$ cat src/hw/rtl/sstr_pkg.sv
package sstr_pkg;

   localparam int PULSES_PER_SPAN_DEF = 2;

   localparam int CMD_W      = 3;
   localparam int TS_W       = 32;
   localparam int TGT_W      = 13;
   localparam int THR_W      = 11;
   localparam int SPD_W      = 16;
   localparam int MODE_W     = 2;
   localparam int DLY_W      = 16;
   localparam int CFG_IDX_W  = 2;
   localparam int CFG_DATA_W = 16;
   localparam int REQ_DATA_W = 48;
   localparam int RSP_DATA_W = 48;

   localparam int DIV_NUM_W = 26;
   localparam int DIV_DEN_W = 32;

   localparam logic [CMD_W-1:0] CMD_TACH   = 3'd0;
   localparam logic [CMD_W-1:0] CMD_TICK   = 3'd1;
   localparam logic [CMD_W-1:0] CMD_START  = 3'd2;
   localparam logic [CMD_W-1:0] CMD_HALT   = 3'd3;
   localparam logic [CMD_W-1:0] CMD_EXPIRE = 3'd4;

   localparam logic [MODE_W-1:0] MODE_IDLE = 2'd0;
   localparam logic [MODE_W-1:0] MODE_RUN  = 2'd1;
   localparam logic [MODE_W-1:0] MODE_STOP = 2'd2;

   localparam logic [1:0] OP_SPEED = 2'd0;
   localparam logic [1:0] OP_ERR   = 2'd1;
   localparam logic [1:0] OP_SPD   = 2'd2;
   localparam logic [1:0] OP_STOP  = 2'd3;

   localparam logic [THR_W-1:0] THR_MIN = 11'd48;

   typedef struct packed {
      logic       load_in;
      logic       div_start;
      logic [1:0] op_sel;
      logic       save_a;
      logic       commit;
   } sstr_cmd_type;

   typedef struct packed {
      logic [CMD_W-1:0]  cmd;
      logic [MODE_W-1:0] mode;
      logic              span_end;
      logic              run_big;
      logic              tgt_zero;
   } sstr_status_type;

endpackage

$ cat src/hw/rtl/spin_speed_throttle_ramp.sv
// Channel  Direction  Handshake              Payload
// req      in         req_tvalid/req_tready  tuser: command; tdata: timestamp_us, target_speed
// rsp      out        rsp_tvalid/rsp_tready  tdata: throttle, speed, mode, delay, rejected
// csr      in         csr_valid/csr_ready    csr_index, csr_data
//
// One transaction at a time; each division runs on the shared restoring divider (one
// quotient bit per cycle). Span-end tach pulses and smooth stop ticks with a nonzero
// target take one division, run ticks with an error above 100 two; others take none.
// Synchronous active-high reset restores the register defaults and idle mode.
// A stalled result holds in the output register; the next result waits until it is taken.
module spin_speed_throttle_ramp #(
   parameter int PULSES_PER_SPAN = sstr_pkg::PULSES_PER_SPAN_DEF
) (
   input  logic                              clock,
   input  logic                              reset,
   input  logic                              req_tvalid,
   output logic                              req_tready,
   // [31:0] timestamp_us, [44:32] target_speed, [47:45] zero
   input  logic [sstr_pkg::REQ_DATA_W-1:0]   req_tdata,
   // [2:0] command
   input  logic [sstr_pkg::CMD_W-1:0]        req_tuser,
   output logic                              rsp_tvalid,
   input  logic                              rsp_tready,
   // [10:0] throttle_out, [26:11] speed_out, [28:27] mode_out,
   // [44:29] next_delay_ms, [45] rejected, [47:46] zero
   output logic [sstr_pkg::RSP_DATA_W-1:0]   rsp_tdata,
   input  logic                              csr_valid,
   output logic                              csr_ready,
   input  logic [sstr_pkg::CFG_IDX_W-1:0]    csr_index,
   input  logic [sstr_pkg::CFG_DATA_W-1:0]   csr_data
);

   sstr_pkg::sstr_cmd_type    ctl;
   sstr_pkg::sstr_status_type sts;
   logic                      div_done;

   assign csr_ready = 1'b1;

   sstr_ctrl u_ctrl (
      .clock      (clock),
      .reset      (reset),
      .req_tvalid (req_tvalid),
      .req_tready (req_tready),
      .rsp_tvalid (rsp_tvalid),
      .rsp_tready (rsp_tready),
      .sts        (sts),
      .div_done   (div_done),
      .ctl        (ctl)
   );

   sstr_dpath #(
      .PULSES_PER_SPAN (PULSES_PER_SPAN)
   ) u_dpath (
      .clock     (clock),
      .reset     (reset),
      .ctl       (ctl),
      .sts       (sts),
      .div_done  (div_done),
      .req_cmd   (req_tuser),
      .req_ts    (req_tdata[31:0]),
      .req_tgt   (req_tdata[44:32]),
      .csr_we    (csr_valid),
      .csr_index (csr_index),
      .csr_data  (csr_data),
      .rsp_data  (rsp_tdata)
   );

endmodule

$ cat src/hw/rtl/sstr_div.sv
module sstr_div (
   input  logic                            clock,
   input  logic                            reset,
   input  logic                            start,
   input  logic [sstr_pkg::DIV_NUM_W-1:0]  num,
   input  logic [sstr_pkg::DIV_DEN_W-1:0]  den,
   output logic [sstr_pkg::DIV_NUM_W-1:0]  quot,
   output logic                            done
);

   localparam int NumW = sstr_pkg::DIV_NUM_W;
   localparam int DenW = sstr_pkg::DIV_DEN_W;
   localparam int CntW = $clog2(NumW + 1);

   logic            busy_ff, busy_in;
   logic            done_ff, done_in;
   logic [CntW-1:0] cnt_ff, cnt_in;
   logic [NumW-1:0] qr_ff, qr_in;
   logic [DenW-1:0] rem_ff, rem_in;
   logic [DenW-1:0] den_ff, den_in;

   logic [DenW:0]   trial;
   logic [DenW:0]   trial_sub;
   logic            ge;

   always_comb begin
      trial     = {rem_ff, qr_ff[NumW-1]};
      ge        = trial >= {1'b0, den_ff};
      trial_sub = trial - {1'b0, den_ff};

      busy_in = busy_ff;
      done_in = 1'b0;
      cnt_in  = cnt_ff;
      qr_in   = qr_ff;
      rem_in  = rem_ff;
      den_in  = den_ff;
      if (start) begin
         busy_in = 1'b1;
         cnt_in  = CntW'(NumW);
         qr_in   = num;
         rem_in  = '0;
         den_in  = den;
      end else if (busy_ff) begin
         qr_in  = {qr_ff[NumW-2:0], ge};
         rem_in = ge ? trial_sub[DenW-1:0] : trial[DenW-1:0];
         cnt_in = cnt_ff - CntW'(1);
         if (cnt_ff == CntW'(1)) begin
            busy_in = 1'b0;
            done_in = 1'b1;
         end
      end
   end

   always_ff @(posedge clock) begin
      if (reset) begin
         busy_ff <= 1'b0;
         done_ff <= 1'b0;
         cnt_ff  <= '0;
      end else begin
         busy_ff <= busy_in;
         done_ff <= done_in;
         cnt_ff  <= cnt_in;
      end
   end

   always_ff @(posedge clock) begin
      qr_ff  <= qr_in;
      rem_ff <= rem_in;
      den_ff <= den_in;
   end

   assign quot = qr_ff;
   assign done = done_ff;

endmodule

$ cat src/hw/rtl/sstr_ctrl.sv
module sstr_ctrl (
   input  logic                      clock,
   input  logic                      reset,
   input  logic                      req_tvalid,
   output logic                      req_tready,
   output logic                      rsp_tvalid,
   input  logic                      rsp_tready,
   input  sstr_pkg::sstr_status_type sts,
   input  logic                      div_done,
   output sstr_pkg::sstr_cmd_type    ctl
);

   localparam logic [2:0] ST_IDLE   = 3'd0;
   localparam logic [2:0] ST_PLAN   = 3'd1;
   localparam logic [2:0] ST_DIV1   = 3'd2;
   localparam logic [2:0] ST_DIV2   = 3'd3;
   localparam logic [2:0] ST_COMMIT = 3'd4;

   logic [2:0] state_ff, state_in;
   logic       rsp_valid_ff, rsp_valid_in;
   logic       run_tick, stop_tick, tach_end, out_free;

   always_comb begin
      run_tick  = (sts.cmd == sstr_pkg::CMD_TICK) && (sts.mode == sstr_pkg::MODE_RUN);
      stop_tick = (sts.cmd == sstr_pkg::CMD_TICK) && (sts.mode == sstr_pkg::MODE_STOP);
      tach_end  = (sts.cmd == sstr_pkg::CMD_TACH) && sts.span_end;
      out_free  = !rsp_valid_ff || rsp_tready;

      ctl      = '0;
      state_in = state_ff;
      case (state_ff)
         ST_IDLE: begin
            if (req_tvalid) begin
               ctl.load_in = 1'b1;
               state_in    = ST_PLAN;
            end
         end
         ST_PLAN: begin
            if (tach_end) begin
               ctl.div_start = 1'b1;
               ctl.op_sel    = sstr_pkg::OP_SPEED;
               state_in      = ST_DIV1;
            end else if (run_tick && sts.run_big) begin
               ctl.div_start = 1'b1;
               ctl.op_sel    = sstr_pkg::OP_ERR;
               state_in      = ST_DIV1;
            end else if (stop_tick && !sts.tgt_zero) begin
               ctl.div_start = 1'b1;
               ctl.op_sel    = sstr_pkg::OP_STOP;
               state_in      = ST_DIV1;
            end else begin
               state_in = ST_COMMIT;
            end
         end
         ST_DIV1: begin
            if (div_done) begin
               if (run_tick) begin
                  ctl.save_a    = 1'b1;
                  ctl.div_start = 1'b1;
                  ctl.op_sel    = sstr_pkg::OP_SPD;
                  state_in      = ST_DIV2;
               end else begin
                  state_in = ST_COMMIT;
               end
            end
         end
         ST_DIV2: begin
            if (div_done) begin
               state_in = ST_COMMIT;
            end
         end
         ST_COMMIT: begin
            if (out_free) begin
               ctl.commit = 1'b1;
               state_in   = ST_IDLE;
            end
         end
         default: begin
            state_in = ST_IDLE;
         end
      endcase

      rsp_valid_in = rsp_valid_ff;
      if (ctl.commit) begin
         rsp_valid_in = 1'b1;
      end else if (rsp_tready) begin
         rsp_valid_in = 1'b0;
      end
   end

   always_ff @(posedge clock) begin
      if (reset) begin
         state_ff     <= ST_IDLE;
         rsp_valid_ff <= 1'b0;
      end else begin
         state_ff     <= state_in;
         rsp_valid_ff <= rsp_valid_in;
      end
   end

   assign req_tready = (state_ff == ST_IDLE);
   assign rsp_tvalid = rsp_valid_ff;

endmodule

$ cat src/hw/rtl/sstr_dpath.sv
module sstr_dpath #(
   parameter int PULSES_PER_SPAN = sstr_pkg::PULSES_PER_SPAN_DEF
) (
   input  logic                              clock,
   input  logic                              reset,
   input  sstr_pkg::sstr_cmd_type            ctl,
   output sstr_pkg::sstr_status_type         sts,
   output logic                              div_done,
   input  logic [sstr_pkg::CMD_W-1:0]        req_cmd,
   input  logic [sstr_pkg::TS_W-1:0]         req_ts,
   input  logic [sstr_pkg::TGT_W-1:0]        req_tgt,
   input  logic                              csr_we,
   input  logic [sstr_pkg::CFG_IDX_W-1:0]    csr_index,
   input  logic [sstr_pkg::CFG_DATA_W-1:0]   csr_data,
   output logic [sstr_pkg::RSP_DATA_W-1:0]   rsp_data
);

   localparam int PcW  = $clog2(PULSES_PER_SPAN + 1);
   localparam int NumW = sstr_pkg::DIV_NUM_W;
   localparam int DenW = sstr_pkg::DIV_DEN_W;
   localparam int ThrW = sstr_pkg::THR_W;
   localparam int SpdW = sstr_pkg::SPD_W;
   localparam int TgtW = sstr_pkg::TGT_W;
   localparam int DlyW = sstr_pkg::DLY_W;
   localparam int ModW = sstr_pkg::MODE_W;

   localparam logic [sstr_pkg::CFG_IDX_W-1:0] CFG_SPEEDUP   = 2'd0;
   localparam logic [sstr_pkg::CFG_IDX_W-1:0] CFG_SLOWDOWN  = 2'd1;
   localparam logic [sstr_pkg::CFG_IDX_W-1:0] CFG_START_THR = 2'd2;

   localparam logic [NumW-1:0] SPEED_NUM  = 26'd60000000;
   localparam logic [SpdW-1:0] SPEED_MAX  = 16'hFFFF;
   localparam logic [TgtW-1:0] TGT_MAX    = 13'd6000;
   localparam logic [DlyW-1:0] IDLE_DELAY = 16'd1000;
   localparam logic [ThrW-1:0] THR_MAX    = 11'd2047;

   function automatic logic [ThrW-1:0] clamp_thr(input logic signed [28:0] v);
      logic [ThrW-1:0] r;
      if (v < $signed({18'd0, sstr_pkg::THR_MIN})) begin
         r = sstr_pkg::THR_MIN;
      end else if (v > $signed({18'd0, THR_MAX})) begin
         r = THR_MAX;
      end else begin
         r = v[ThrW-1:0];
      end
      return r;
   endfunction

   logic [sstr_pkg::CMD_W-1:0] cmd_ff;
   logic [sstr_pkg::TS_W-1:0]  ts_ff;
   logic [TgtW-1:0]            tgt_req_ff;
   logic [NumW-1:0]            quot_a_ff;
   logic [sstr_pkg::RSP_DATA_W-1:0] rsp_data_ff, rsp_data_in;

   logic [DlyW-1:0] speedup_ff, speedup_in;
   logic [DlyW-1:0] slowdown_ff, slowdown_in;
   logic [ThrW-1:0] start_thr_ff, start_thr_in;

   logic [PcW-1:0]            pc_ff, pc_in;
   logic [sstr_pkg::TS_W-1:0] start_ts_ff, start_ts_in;
   logic [SpdW-1:0]           speed_ff, speed_in;
   logic [TgtW-1:0]           target_ff, target_in;
   logic [ModW-1:0]           mode_ff, mode_in;
   logic [ThrW-1:0]           thr_ff, thr_in;

   logic signed [17:0] diff, sdiff, err_s, stop_lim;
   logic [17:0]        err_wide, smag_wide;
   logic [SpdW-1:0]    err, stop_mag;
   logic               dir_up, stop_neg, run_big, err_mid, span_end;
   logic [DenW-1:0]    span;
   logic [NumW-1:0]    div_num, quot;
   logic [DenW-1:0]    div_den;
   logic [NumW:0]      step;
   logic signed [28:0] thr_s, step_s, quot_s, thr_new;
   logic [DlyW-1:0]    delay;
   logic               rej;

   sstr_div u_div (
      .clock (clock),
      .reset (reset),
      .start (ctl.div_start),
      .num   (div_num),
      .den   (div_den),
      .quot  (quot),
      .done  (div_done)
   );

   always_comb begin
      diff     = $signed({5'd0, target_ff}) - $signed({2'd0, speed_ff});
      err_wide = diff[17] ? 18'(-diff) : 18'(diff);
      err      = err_wide[SpdW-1:0];
      dir_up   = !diff[17] && (diff != 18'sd0);
      run_big  = (err > 16'd100) && (target_ff != '0);
      err_mid  = err > 16'd10;

      sdiff     = $signed({5'd0, target_ff}) - $signed({2'd0, err});
      stop_neg  = sdiff[17];
      smag_wide = stop_neg ? 18'(-sdiff) : 18'(sdiff);
      stop_mag  = smag_wide[SpdW-1:0];
      err_s     = $signed({2'd0, err});
      stop_lim  = $signed({5'd0, target_ff}) - 18'sd250;

      span     = ts_ff - start_ts_ff;
      span_end = (pc_ff != '0) && !(pc_ff < PcW'(PULSES_PER_SPAN));

      div_den = {{(DenW-TgtW){1'b0}}, target_ff};
      case (ctl.op_sel)
         sstr_pkg::OP_SPEED: begin
            div_num = SPEED_NUM;
            div_den = span;
         end
         sstr_pkg::OP_ERR:  div_num = {{(NumW-SpdW){1'b0}}, err} * 26'd50;
         sstr_pkg::OP_SPD:  div_num = {{(NumW-SpdW){1'b0}}, speed_ff} * 26'd10;
         sstr_pkg::OP_STOP: div_num = {{(NumW-SpdW){1'b0}}, stop_mag} * 26'd50;
         default:           div_num = '0;
      endcase

      sts.cmd      = cmd_ff;
      sts.mode     = mode_ff;
      sts.span_end = span_end;
      sts.run_big  = run_big;
      sts.tgt_zero = (target_ff == '0);
   end

   always_comb begin
      step    = {1'b0, quot_a_ff} + {1'b0, quot};
      thr_s   = $signed({18'd0, thr_ff});
      step_s  = $signed({2'd0, step});
      quot_s  = stop_neg ? -$signed({3'd0, quot}) : $signed({3'd0, quot});
      thr_new = thr_s;

      pc_in       = pc_ff;
      start_ts_in = start_ts_ff;
      speed_in    = speed_ff;
      target_in   = target_ff;
      mode_in     = mode_ff;
      thr_in      = thr_ff;
      delay       = '0;
      rej         = 1'b0;

      case (cmd_ff)
         sstr_pkg::CMD_TACH: begin
            if (pc_ff == '0) begin
               start_ts_in = ts_ff;
               pc_in       = PcW'(1);
            end else if (!span_end) begin
               pc_in = pc_ff + PcW'(1);
            end else begin
               speed_in = (quot > NumW'(SPEED_MAX)) ? SPEED_MAX : quot[SpdW-1:0];
               pc_in    = '0;
            end
         end
         sstr_pkg::CMD_TICK: begin
            case (mode_ff)
               sstr_pkg::MODE_RUN: begin
                  delay = speedup_ff;
                  if (run_big) begin
                     thr_new = dir_up ? thr_s + step_s : thr_s - step_s;
                  end else if (err_mid) begin
                     thr_new = dir_up ? thr_s + 29'sd1 : thr_s - 29'sd1;
                  end
                  thr_in = clamp_thr(thr_new);
               end
               sstr_pkg::MODE_STOP: begin
                  delay   = slowdown_ff;
                  thr_new = thr_s - quot_s;
                  if (target_ff == '0 || err_s > stop_lim
                      || thr_new < $signed({18'd0, sstr_pkg::THR_MIN})) begin
                     thr_in  = sstr_pkg::THR_MIN;
                     mode_in = sstr_pkg::MODE_IDLE;
                  end else begin
                     thr_in = clamp_thr(thr_new);
                  end
               end
               default: begin
                  delay = IDLE_DELAY;
               end
            endcase
         end
         sstr_pkg::CMD_START: begin
            if (tgt_req_ff == '0 || tgt_req_ff > TGT_MAX) begin
               rej = 1'b1;
            end else begin
               target_in = tgt_req_ff;
               thr_in    = clamp_thr($signed({18'd0, start_thr_ff}));
               mode_in   = sstr_pkg::MODE_RUN;
            end
         end
         sstr_pkg::CMD_HALT: begin
            thr_in  = sstr_pkg::THR_MIN;
            mode_in = sstr_pkg::MODE_STOP;
         end
         sstr_pkg::CMD_EXPIRE: begin
            mode_in = sstr_pkg::MODE_STOP;
         end
         default: begin
         end
      endcase

      rsp_data_in = {2'b00, rej, delay, mode_in, speed_in, thr_in};

      speedup_in   = speedup_ff;
      slowdown_in  = slowdown_ff;
      start_thr_in = start_thr_ff;
      if (csr_we) begin
         case (csr_index)
            CFG_SPEEDUP:   speedup_in   = csr_data;
            CFG_SLOWDOWN:  slowdown_in  = csr_data;
            CFG_START_THR: start_thr_in = csr_data[ThrW-1:0];
            default: begin
            end
         endcase
      end
   end

   always_ff @(posedge clock) begin
      if (reset) begin
         speedup_ff   <= 16'd300;
         slowdown_ff  <= 16'd300;
         start_thr_ff <= 11'd100;
         pc_ff        <= '0;
         start_ts_ff  <= '0;
         speed_ff     <= '0;
         target_ff    <= '0;
         mode_ff      <= sstr_pkg::MODE_IDLE;
         thr_ff       <= sstr_pkg::THR_MIN;
      end else begin
         speedup_ff   <= speedup_in;
         slowdown_ff  <= slowdown_in;
         start_thr_ff <= start_thr_in;
         if (ctl.commit) begin
            pc_ff       <= pc_in;
            start_ts_ff <= start_ts_in;
            speed_ff    <= speed_in;
            target_ff   <= target_in;
            mode_ff     <= mode_in;
            thr_ff      <= thr_in;
         end
      end
   end

   always_ff @(posedge clock) begin
      if (ctl.load_in) begin
         cmd_ff     <= req_cmd;
         ts_ff      <= req_ts;
         tgt_req_ff <= req_tgt;
      end
      if (ctl.save_a) begin
         quot_a_ff <= quot;
      end
      if (ctl.commit) begin
         rsp_data_ff <= rsp_data_in;
      end
   end

   assign rsp_data = rsp_data_ff;

endmodule

$ cat config.mk
export PLATFORM = sky130hd
export DESIGN_NAME = spin_speed_throttle_ramp
export DESIGN_NICKNAME = d
export VERILOG_FILES = /design/src/hw/rtl/sstr_pkg.sv /design/src/hw/rtl/spin_speed_throttle_ramp.sv /design/src/hw/rtl/sstr_div.sv /design/src/hw/rtl/sstr_ctrl.sv /design/src/hw/rtl/sstr_dpath.sv
export SDC_FILE = /design/constraint.sdc
export NUM_CORES = 1
export LEC_CHECK = 0
export ABC_AREA = 1
export BUFFER_PORTS_ARGS = -buffer_cell sky130_fd_sc_hd__buf_2
export CELL_PAD_IN_SITES_DETAIL_PLACEMENT = 0
export CELL_PAD_IN_SITES_GLOBAL_PLACEMENT = 1
export CORE_MARGIN = 10
export CORE_UTILIZATION = 30
export DETAILED_ROUTE_END_ITERATION = 8
export GPL_TIMING_DRIVEN = 0
export PLACE_DENSITY = 0.52
export SLEW_MARGIN = 25
export SYNTH_ARGS = -nofsm -noshare
export SYNTH_HDL_FRONTEND = slang
export SYNTH_SLANG_ARGS = --single-unit
export TNS_END_PERCENT = 30
$ cat constraint.sdc
create_clock -name clock -period 25.2 [get_ports clock]
set_input_delay 3.78 -clock clock [delete_from_list [all_inputs] [get_ports clock]]
set_output_delay 3.78 -clock clock [all_outputs]
set_load 0.02 [all_outputs]
-- After elaboration in Yosys (flattened, before gate mapping)
Cells that the tools add are included.
- output and inout bits: 51
- input port bits: 74
- logic and storage cells: 180
- register bits after elaboration: 340
- add/sub/neg operators: 16
- reduce and logical (&&, ||, !) cells: 38
- magnitude comparators: 12
- equal/unequal tests: 20
- mux-type cells: 63
- bitwise gates (word level): 2
- $mul: 3
- operator list (cell ; count):
    $mux 29 ; 7
    $pmux 26 s4 ; 1
    $mux 16 ; 6
    $mux 11 ; 7
    $sub 32x32->32 ; 2
    $gt 29x12->1 const B ; 2
    $lt 29x7->1 const B ; 2
    $mux 26 ; 2
    $mul 16x5->21 const B ; 2
    $sub 13x16->17 ; 2
    $ge 33x32->1 ; 1
    $mux 3 ; 11
    $pmux 11 s3 ; 1
    $mux 32 ; 1
    $neg 16->16 ; 2
    $pmux 16 s2 ; 1
    $neg 26->29 ; 1
    $sub 12x29->29 ; 1
    $add 11x27->28 ; 1
    $sub 11x27->28 ; 1
    $add 26x26->27 ; 1
    $gt 26x16->1 const B ; 1
    $logic_not 13->1 ; 2
    $pmux 11 s2 ; 1
    42 further kinds ; 95

-- Longest topological paths before layout
Gate-level depths: netlist (run 1).
- depth after elaboration: 13
- depth in mapped cells: 66
- gate-level depth less buffers: 63

-- By module
Synthesis (run 1) repeated with hierarchy kept, for this count alone.
- cells, all modules: 4448
- area total of the unflattened synthesis: 30850.8 µm²
- modules (own cells, without submodules) (module ; area an instance (µm²) ; times used ; cells an instance):
    sstr_dpath ; 23851.6 ; 1 ; 3408
    sstr_div ; 6605.1 ; 1 ; 969
    sstr_ctrl ; 382.9 ; 1 ; 69
    spin_speed_throttle_ramp ; 11.3 ; 1 ; 2

-- Worst setup path before layout (run 1)
No wires, ideal clock.
- path type: register to register
- start point: register u_dpath.target_ff[0]
- end point: register u_dpath.u_div.qr_ff[21] (netlist: u_dpath.u_div.quot[21]) (data pin)
- cell stages (with the launch flop): 67
- library setup time: 282 ps
- arrival time: 8505 ps
- clock period less this slack: 8787 ps
- required time: 24918 ps
- slack: 16413 ps
- cell sequence: dfxtp_1 -> inv_1 -> ha_1 -> inv_1 -> fa_1 -> nand2_1 -> nand2_2 -> nand3_1 -> nand2_1 -> nand3_1 -> nand2_2 -> inv_2 -> buf_6 -> o21ai_0 -> xor2_1 -> inv_1 -> ha_1 -> nand2_1 -> (+31 left out) -> nand2_1 -> a21oi_1 -> nor2_1 -> o21ai_0 -> nand2_1 -> nand2_1 -> inv_1 -> or2_2 -> a21oi_1 -> inv_1 -> a21oi_1 -> o21ai_0 -> nand2_1 -> nand2_1 -> a21oi_1 -> a21oi_1 -> o21ai_0 -> o311ai_0
- longest elaborated chain between the ends: 12
- ends and longest elaborated chain (what ; line ; text):
    start, declared ; sstr_dpath.sv:62 ; logic [TgtW-1:0] target_ff, target_in;
    start signal, assigned ; sstr_dpath.sv:235 ; target_ff <= target_in;
    parallel branches: the longest is 11 deep, another holds $mul 16x5->21 ; - ;
    $mux 26 * ; sstr_div.sv:37 ; if (start) begin
    via u_dpath.u_div.qr_in[21] ; sstr_div.sv:18 ; logic [NumW-1:0] qr_ff, qr_in;
    end signal, assigned ; sstr_div.sv:67 ; qr_ff <= qr_in;
    end, declared ; sstr_div.sv:18 ;
Mark *: on every way through the listed nets, which the timed path passes. The select of a mux whose other input is x is not followed.
A chain may end at the register's enable or synchronous reset.

-- Final worst setup path (run 1)
- start point: register u_dpath.speed_ff[0]
- end point: register u_dpath.u_div.qr_ff[21] (netlist: u_dpath.u_div.quot[21]) (data pin)
- longest elaborated chain between the ends: 12
- ends and longest elaborated chain (what ; line ; text):
    start, declared ; sstr_dpath.sv:61 ; logic [SpdW-1:0] speed_ff, speed_in;
    start signal, assigned ; sstr_dpath.sv:234 ; speed_ff <= speed_in;
    $sub 13x16->17 * ; sstr_dpath.sv:89 ; diff = $signed({5'd0, target_ff}) - $signed({2'd0, speed_ff});
    $neg 16->16 ; sstr_dpath.sv:90 ; err_wide = diff[17] ? 18'(-diff) : 18'(diff);
    $mux 16 * ; sstr_dpath.sv:90 ;
    parallel branches: the longest is 8 deep, another holds $mul 16x5->21 ; - ;
    $mux 26 * ; sstr_div.sv:37 ;
    via u_dpath.u_div.qr_in[21] ; sstr_div.sv:18 ;
Marks and branches as above.

==> metrics.md, run 1 <==
| Metric | Value |
|---|---|
| Max-cap violations | 0 |
| Quantity of gates resized following cts | 0 |
| Pre-CTS setup slack | 14.03 ns |
| Post-synth EDFFs | 178 |
| Die height | 329 µm |
| Residual DRC | 0 |
| Arr. time, crit path | 11.41 ns |
| Filler cell count | 10.5k |
| Layout cell share with drive strength beyond 1 | 0.0773 |
| Worst Max-Slew Pin Slew | 0.980 ns |
| Clock Latency Late Sink | 0.62 ns |
| CP Depth | 65 |
| Top_reg_cell synth | edfxtp_1 |
| Startpoint Class | flip-flop |
| DR WL/cell | 19.3 µm |
| Lkg Pwr | 0.0153 µW |
| Largest net degree at the start of global routing | 56 |
| Setup bufs post-CTS | 0 |
| TritonCTS clock tree | done |
| Critical path capture point type | flip-flop |
| DIE AREA | 109000 µm² |
| Final Non-Filler Cells | 5417 |
| Register area share after synthesis | 0.299 |
| Routability-driven placement congestion ratio | 0.855 |
| Worst setup path start | u_dpath.speed_ff[0]$_SDFFE_PP0P_ |
| Critical Path Max Stage Delay | 0.56 ns |
| Cell depth of the worst min-delay path | 2 |
| Initial antenna violation count | 4 |
| Tcrit/Tclk final | 0.441 |
| FP Rows | 113 |
| PortBufs | 118 |
| Final Critical Period | 11.12 ns |
| Relative slew slack | 0.347 |
| Final setup TNS | 0 ns |
| Antenna cell count | 0 |
| Worst path top cell family by delay | compound AO/OA/AOI/OAI gates |
| Clock Sink Count | 340 |
| TritonCTS Buffers | 44 |
| Synthesized area per cell | 7.28 µm² |
| Starting density of the core | 0.302 |
| Area growth, synth to finish | 13.5% |
| Grt ovf | 0 |
| Pwr dens | 150 nW/µm² |
| I/O Pins | 125 |
| Setup Skew | 0.0420 ns |
| Worst reg-to-reg setup slack | 14.08 ns |
| Most used cell along the critical path | nand2_1 |
| Root buffer cell | clkbuf_16 |
| CP Capture Point | u_dpath.u_div.quot[21]$_DFFE_PP_ |
| Final WL | 104000 µm |
| Reg2reg end | u_dpath.u_div.quot[21]$_DFFE_PP_ |
| Via-to-Cell Ratio | 4.78 |
| Worst hold path type | reg2reg |
| Initial DRC count | 1476 |
| Hold WS | 0.460 ns |
| H-tree depth | 2 |
| Final worst-path setup slack | 14.08 ns |
| Number of instances in the placed design | 5336 |
| Status | complete, no violations |
| Commonest non-fill, non-tap cells in the layout | nand2_1, inv_1, a21oi_1, nor2_1, ha_1 |
| Syn Inst Count | 3946 |
| Die W | 329 µm |
| Reg2reg start | u_dpath.speed_ff[0]$_SDFFE_PP0P_ |
| Post-Syn Area | 28700 µm² |
| Final nets | 4537 |
| Final hold violation count | 0 |
| Setup violations, final | 0 |
| FF-to-FF path depth | 65 |
| Yosys warning count | 0 |
| Critical Path RT | 25.49 ns |
| RSZ-0062 raised after global routing | no |
| Share of flip-flops with an asynchronous set or reset | 0 |
| DP Wirelength | 86200 µm |
| CTS Hold Buffers Added | 0 |
| CP max stage cell | xor2_1 |
| Max Slew Vio Count | 0 |
| CP Buf/Inv Count | 14 |
| Commonest non-fill, non-tap cell in the layout | nand2_1 |
| Yosys reg bits | 340 |
| CTS Buffer Depth | 3 |
| DR vias | 25.9k |
| Global-route usage over all layers | 0.189 |
| Number of global-route vias before repair | 25.5k |
| Crit Path Max Fanout | 10 |
| First-pass GRT wire length | 158000 µm |
| First-pass detailed-route iteration total | 5 |
| Post-synth cell types | 63 |
| VDD IR max | 0.000231 V |
| Core ar. | 95000 µm² |
| Worst-path clk slew | 0.06 ns |
| Fmax | 0.0900 GHz |
| Antenna Nets Post-Route | 0 |
| CP Class | reg2reg |
where the power goes:
group / internal (µW) / leakage, µW / total (µW) / switching, µW
Combinational: 1340 / 0.0115 / 3560 / 2220
Sequential: 610 / 0.00295 / 632 / 21.7
Clock: 413 / 0.000769 / 689 / 276
cell type report:
class                      count  area (µm²)  area share
buffer                       106         455      0.0140
inverter                     586        2200      0.0674
timing repair buffer         124         711      0.0218
multi-input combinational   2915       17500       0.537
tap                         1265        1580      0.0485
clock buffer                  54        1200      0.0367
sequential                   340        8590       0.263
clock inverter                27         360      0.0110
stage by stage:
stage / util / total power [µW] / cell area, µm²
after global placement: 0.325 / 4230 / 30900
after global routing: 0.343 / 5570 / 32600
after detailed placement: 0.327 / 4210 / 31100
after floorplan: - / 3360 / 28700
after CTS: 0.343 / 4940 / 32600
final: 0.343 / 4880 / 32600
synth_stat cells, types with 22 or more instances:
| library cell | instances | area (µm²) |
|---|---|---|
| a21oi_1 | 353 | 1770 |
| clkbuf_1 | 82 | 308 |
| dfxtp_1 | 162 | 3240 |
| edfxtp_1 | 178 | 5350 |
| fa_1 | 31 | 621 |
| ha_1 | 315 | 3940 |
| inv_1 | 572 | 2150 |
| nand2_1 | 808 | 3030 |
| nand2_2 | 34 | 213 |
| nand3_1 | 215 | 1080 |
| nand4_1 | 51 | 319 |
| nor2_1 | 339 | 1270 |
| nor3_1 | 47 | 235 |
| o211ai_1 | 46 | 345 |
| o21ai_0 | 240 | 1200 |
| o21ai_1 | 22 | 110 |
| o31ai_1 | 27 | 203 |
| xnor2_1 | 50 | 438 |
| xor2_1 | 133 | 1160 |
per-layer routing:
metal / share of wire / wire length (µm) / track usage
met2: 0.44 / 45900 / 0.298
met4: 0.025 / 2580 / 0.0506
met5: 0 / 0 / 0
met3: 0.027 / 2780 / 0.0182
met1: 0.51 / 53100 / 0.273
logic make-up (layout without fill, tap and decap cells):
group           Yosys count  count (layout)  synth area share
flops                   340             340             0.299
other cells               2               3          0.000261
buf+inv                 692             897            0.0922
mux                       2               2          0.000697
fa+ha+maj               346             346             0.159
compound gates          798             798             0.156
xor+xnor                184             184            0.0563
simple gates           1582            1582             0.237
registers in the layout (all words and copies together) (netlist names), 16 cells and up:
name and flops:
u_dpath.u_div.rem_ff 32, u_dpath.speed_ff 16, u_dpath.quot_a_ff 26, u_dpath.ts_ff 32
u_dpath.u_div.quot 26, u_dpath.u_div.den_ff 32, u_dpath.speedup_ff 16, u_dpath.rsp_data 46
u_dpath.start_ts_ff 32, u_dpath.slowdown_ff 16
worst min-delay path by stage:
stage,startpoint,endpoint
final,u_dpath.start_ts_ff[3]$_SDFFE_PP0P_,u_dpath.start_ts_ff[3]$_SDFFE_PP0P_
after global routing,u_dpath.start_ts_ff[26]$_SDFFE_PP0P_,u_dpath.start_ts_ff[26]$_SDFFE_PP0P_
after CTS,u_dpath.speedup_ff[8]$_SDFFE_PP1P_,u_dpath.speedup_ff[8]$_SDFFE_PP1P_
after detailed placement,u_dpath.speedup_ff[8]$_SDFFE_PP1P_,u_dpath.speedup_ff[8]$_SDFFE_PP1P_
after global placement,u_dpath.speedup_ff[8]$_SDFFE_PP1P_,u_dpath.speedup_ff[8]$_SDFFE_PP1P_
after floorplan,u_dpath.speedup_ff[2]$_SDFFE_PP1P_,u_dpath.speedup_ff[2]$_SDFFE_PP1P_
tightest hold or removal path: cells and delay by family (launching register included):
| family | cells | cell delay (ns) |
|---|---|---|
| flip-flops | 1 | 0.29 |
| buffers and inverters | 1 | 0.06 |
| AO/OA/AOI/OAI | 1 | 0.06 |
Power figures use the tool's default switching activity.
==> run 2: changes to the inputs <==
Settings changed: PLACE_DENSITY 0.52 to 0.55.
Clock period 25.2 ns to 9 ns, I/O delays scaled along.
==> metrics.md, run 2 (same netlist as run 1, synthesis figures left out) <==
| Metric | Value |
|---|---|
| Status | complete, no violations |
| Layout cell share with drive strength beyond 1 | 0.108 |
| Final WL | 101000 µm |
| Initial antenna violation count | 1 |
| Die W | 329 µm |
| First-pass detailed-route iteration total | 5 |
| Clock Sink Count | 340 |
| TritonCTS clock tree | done |
| DP Wirelength | 83000 µm |
| I/O Pins | 125 |
| DR vias | 26.1k |
| Residual DRC | 0 |
| H-tree depth | 2 |
| Placed instance area | 31100 µm² |
| Fmax | 0.118 GHz |
| Final hold violation count | 0 |
| CTS Buffer Depth | 3 |
| PortBufs | 118 |
| Setup violations, final | 0 |
| Design area | 33300 µm² |
| Critical path capture point type | flip-flop |
| Worst hold path type | reg2reg |
| Setup Skew | 0.0286 ns |
| Initial DRC count | 1583 |
| CTS Hold Buffers Added | 0 |
| Worst-path clk slew | 0.06 ns |
| Starting density of the core | 0.302 |
| Lkg Pwr | 0.0155 µW |
| Commonest non-fill, non-tap cells in the layout | nand2_1, inv_1, a21oi_1, nor2_1, ha_1 |
| Number of instances in the placed design | 5336 |
| Tcrit/Tclk final | 0.941 |
| Worst Max-Slew Pin Slew | 1.07 ns |
| CP Class | reg2reg |
| Fin util | 0.351 |
| Root buffer cell | clkbuf_16 |
| DR WL/cell | 18.4 µm |
| Number of global-route vias before repair | 25.5k |
| RSZ-0062 raised after global routing | yes |
| Most used cell along the critical path | nand2_1 |
| Commonest non-fill, non-tap cell in the layout | nand2_1 |
| TritonCTS Buffers | 42 |
| Routability-driven placement congestion ratio | 0.846 |
| VDD IR max | 0.000716 V |
| Critical Path RT | 9.29 ns |
| CP max stage cell | fa_1 |
| Global-route usage over all layers | 0.181 |
| Max-cap violations | 0 |
| Pwr dens | 439 nW/µm² |
| Clock Latency Late Sink | 0.59 ns |
| Arr. time, crit path | 8.76 ns |
| Startpoint Class | flip-flop |
| Die height | 329 µm |
| Area growth, synth to finish | 15.9% |
| Final Critical Period | 8.47 ns |
| Antenna Nets Post-Route | 0 |
| Largest register FFs | 46 |
| Final nets | 4573 |
| First-pass GRT wire length | 154000 µm |
| Relative slew slack | 0.278 |
| DIE AREA | 109000 µm² |
| Max Slew Vio Count | 0 |
| Grt ovf | 0 |
| Crit Path Max Fanout | 10 |
| Largest net degree at the start of global routing | 56 |
| Final worst-path setup slack | 0.534 ns |
| Critical Path Max Stage Delay | 0.51 ns |
| Core ar. | 95000 µm² |
| FP Rows | 113 |
| Final Non-Filler Cells | 5452 |
| Via-to-Cell Ratio | 4.79 |
| Antenna cell count | 0 |
| Pre-CTS setup slack | -2.07 ns |
run 2: cell types whose count changed in the layout (fill, tap and decap cells not counted), moves of 11 or more:
cell,before,now
ha_1,315,299
buf_4,6,44
o21ai_0,240,229
dfxtp_2,0,11
inv_1,572,551
inv_2,8,24
dfxtp_1,162,147
ha_4,0,13
run 2: metrics by stage:
stage | TNS, ns | power [µW] | hold slack [ns]
2_1_floorplan | 0 | 9400 | 0.429
3_3_place_gp | -53.27 | 11800 | 0.445
3_5_place_dp | -50.91 | 11800 | 0.448
4_1_cts | -0.133 | 13900 | 0.462
5_1_grt | -0.0285 | 16600 | 0.474
6_report | 0 | 14600 | 0.459
run 2: critical path: cells and delay by family (launching register included):
family | cells | cell delay (ns)
buf+inv | 13 | 0.98
simple gates | 25 | 2.27
flops | 1 | 0.35
compound gates | 17 | 2.30
xor+xnor | 1 | 0.16
fa+ha+maj | 7 | 2.11
run 2: final timing paths:
kind / startpoint / end / slack, ns / cells after the start
max: u_dpath.target_ff[0]$_SDFFE_PP0P_ / u_dpath.u_div.quot[21]$_DFFE_PP_ / 0.53 / 63
min: u_dpath.start_ts_ff[20]$_SDFFE_PP0P_ / u_dpath.start_ts_ff[20]$_SDFFE_PP0P_ / 0.46 / 2
max reg2reg: u_dpath.target_ff[0]$_SDFFE_PP0P_ / u_dpath.u_div.quot[21]$_DFFE_PP_ / 0.53 / 63
min reg2reg: u_dpath.start_ts_ff[20]$_SDFFE_PP0P_ / u_dpath.start_ts_ff[20]$_SDFFE_PP0P_ / 0.46 / 2
run 2: layout make-up:
class	instances	area (µm²)
Fill cell	10459	61700
Timing Repair Buffer	163	996
Inverter	586	2220
Clock inverter	18	239
Buffer	105	474
Sequential cell	340	8620
Tap cell	1265	1580
Multi-Input combinational cell	2915	17900
Clock buffer	60	1240
run 2: power by group:
group | leakage [µW] | switching, µW | total, µW | internal, µW
Sequential | 0.00296 | 59.3 | 1770 | 1710
Clock | 0.000730 | 711 | 1820 | 1110
Combinational | 0.0118 | 6670 | 11000 | 4350
run 2: repair_timing:
| item | CTS | global route |
|---|---|---|
| buffers inserted | 6 | 33 |
| pin swaps | 8 | 33 |
| endpoints found under the setup margin | 39 | 32 |
| cloned | 0 | 0 |
| resized for setup | 45 | 94 |
run 2: metal layers:
layer  share of wire  track usage  vias up
li1                -            -    13561
met1            0.50        0.260    12114
met2            0.45        0.293      381
met3           0.031       0.0161       82
met4           0.019       0.0375        0
met5               0            0        -
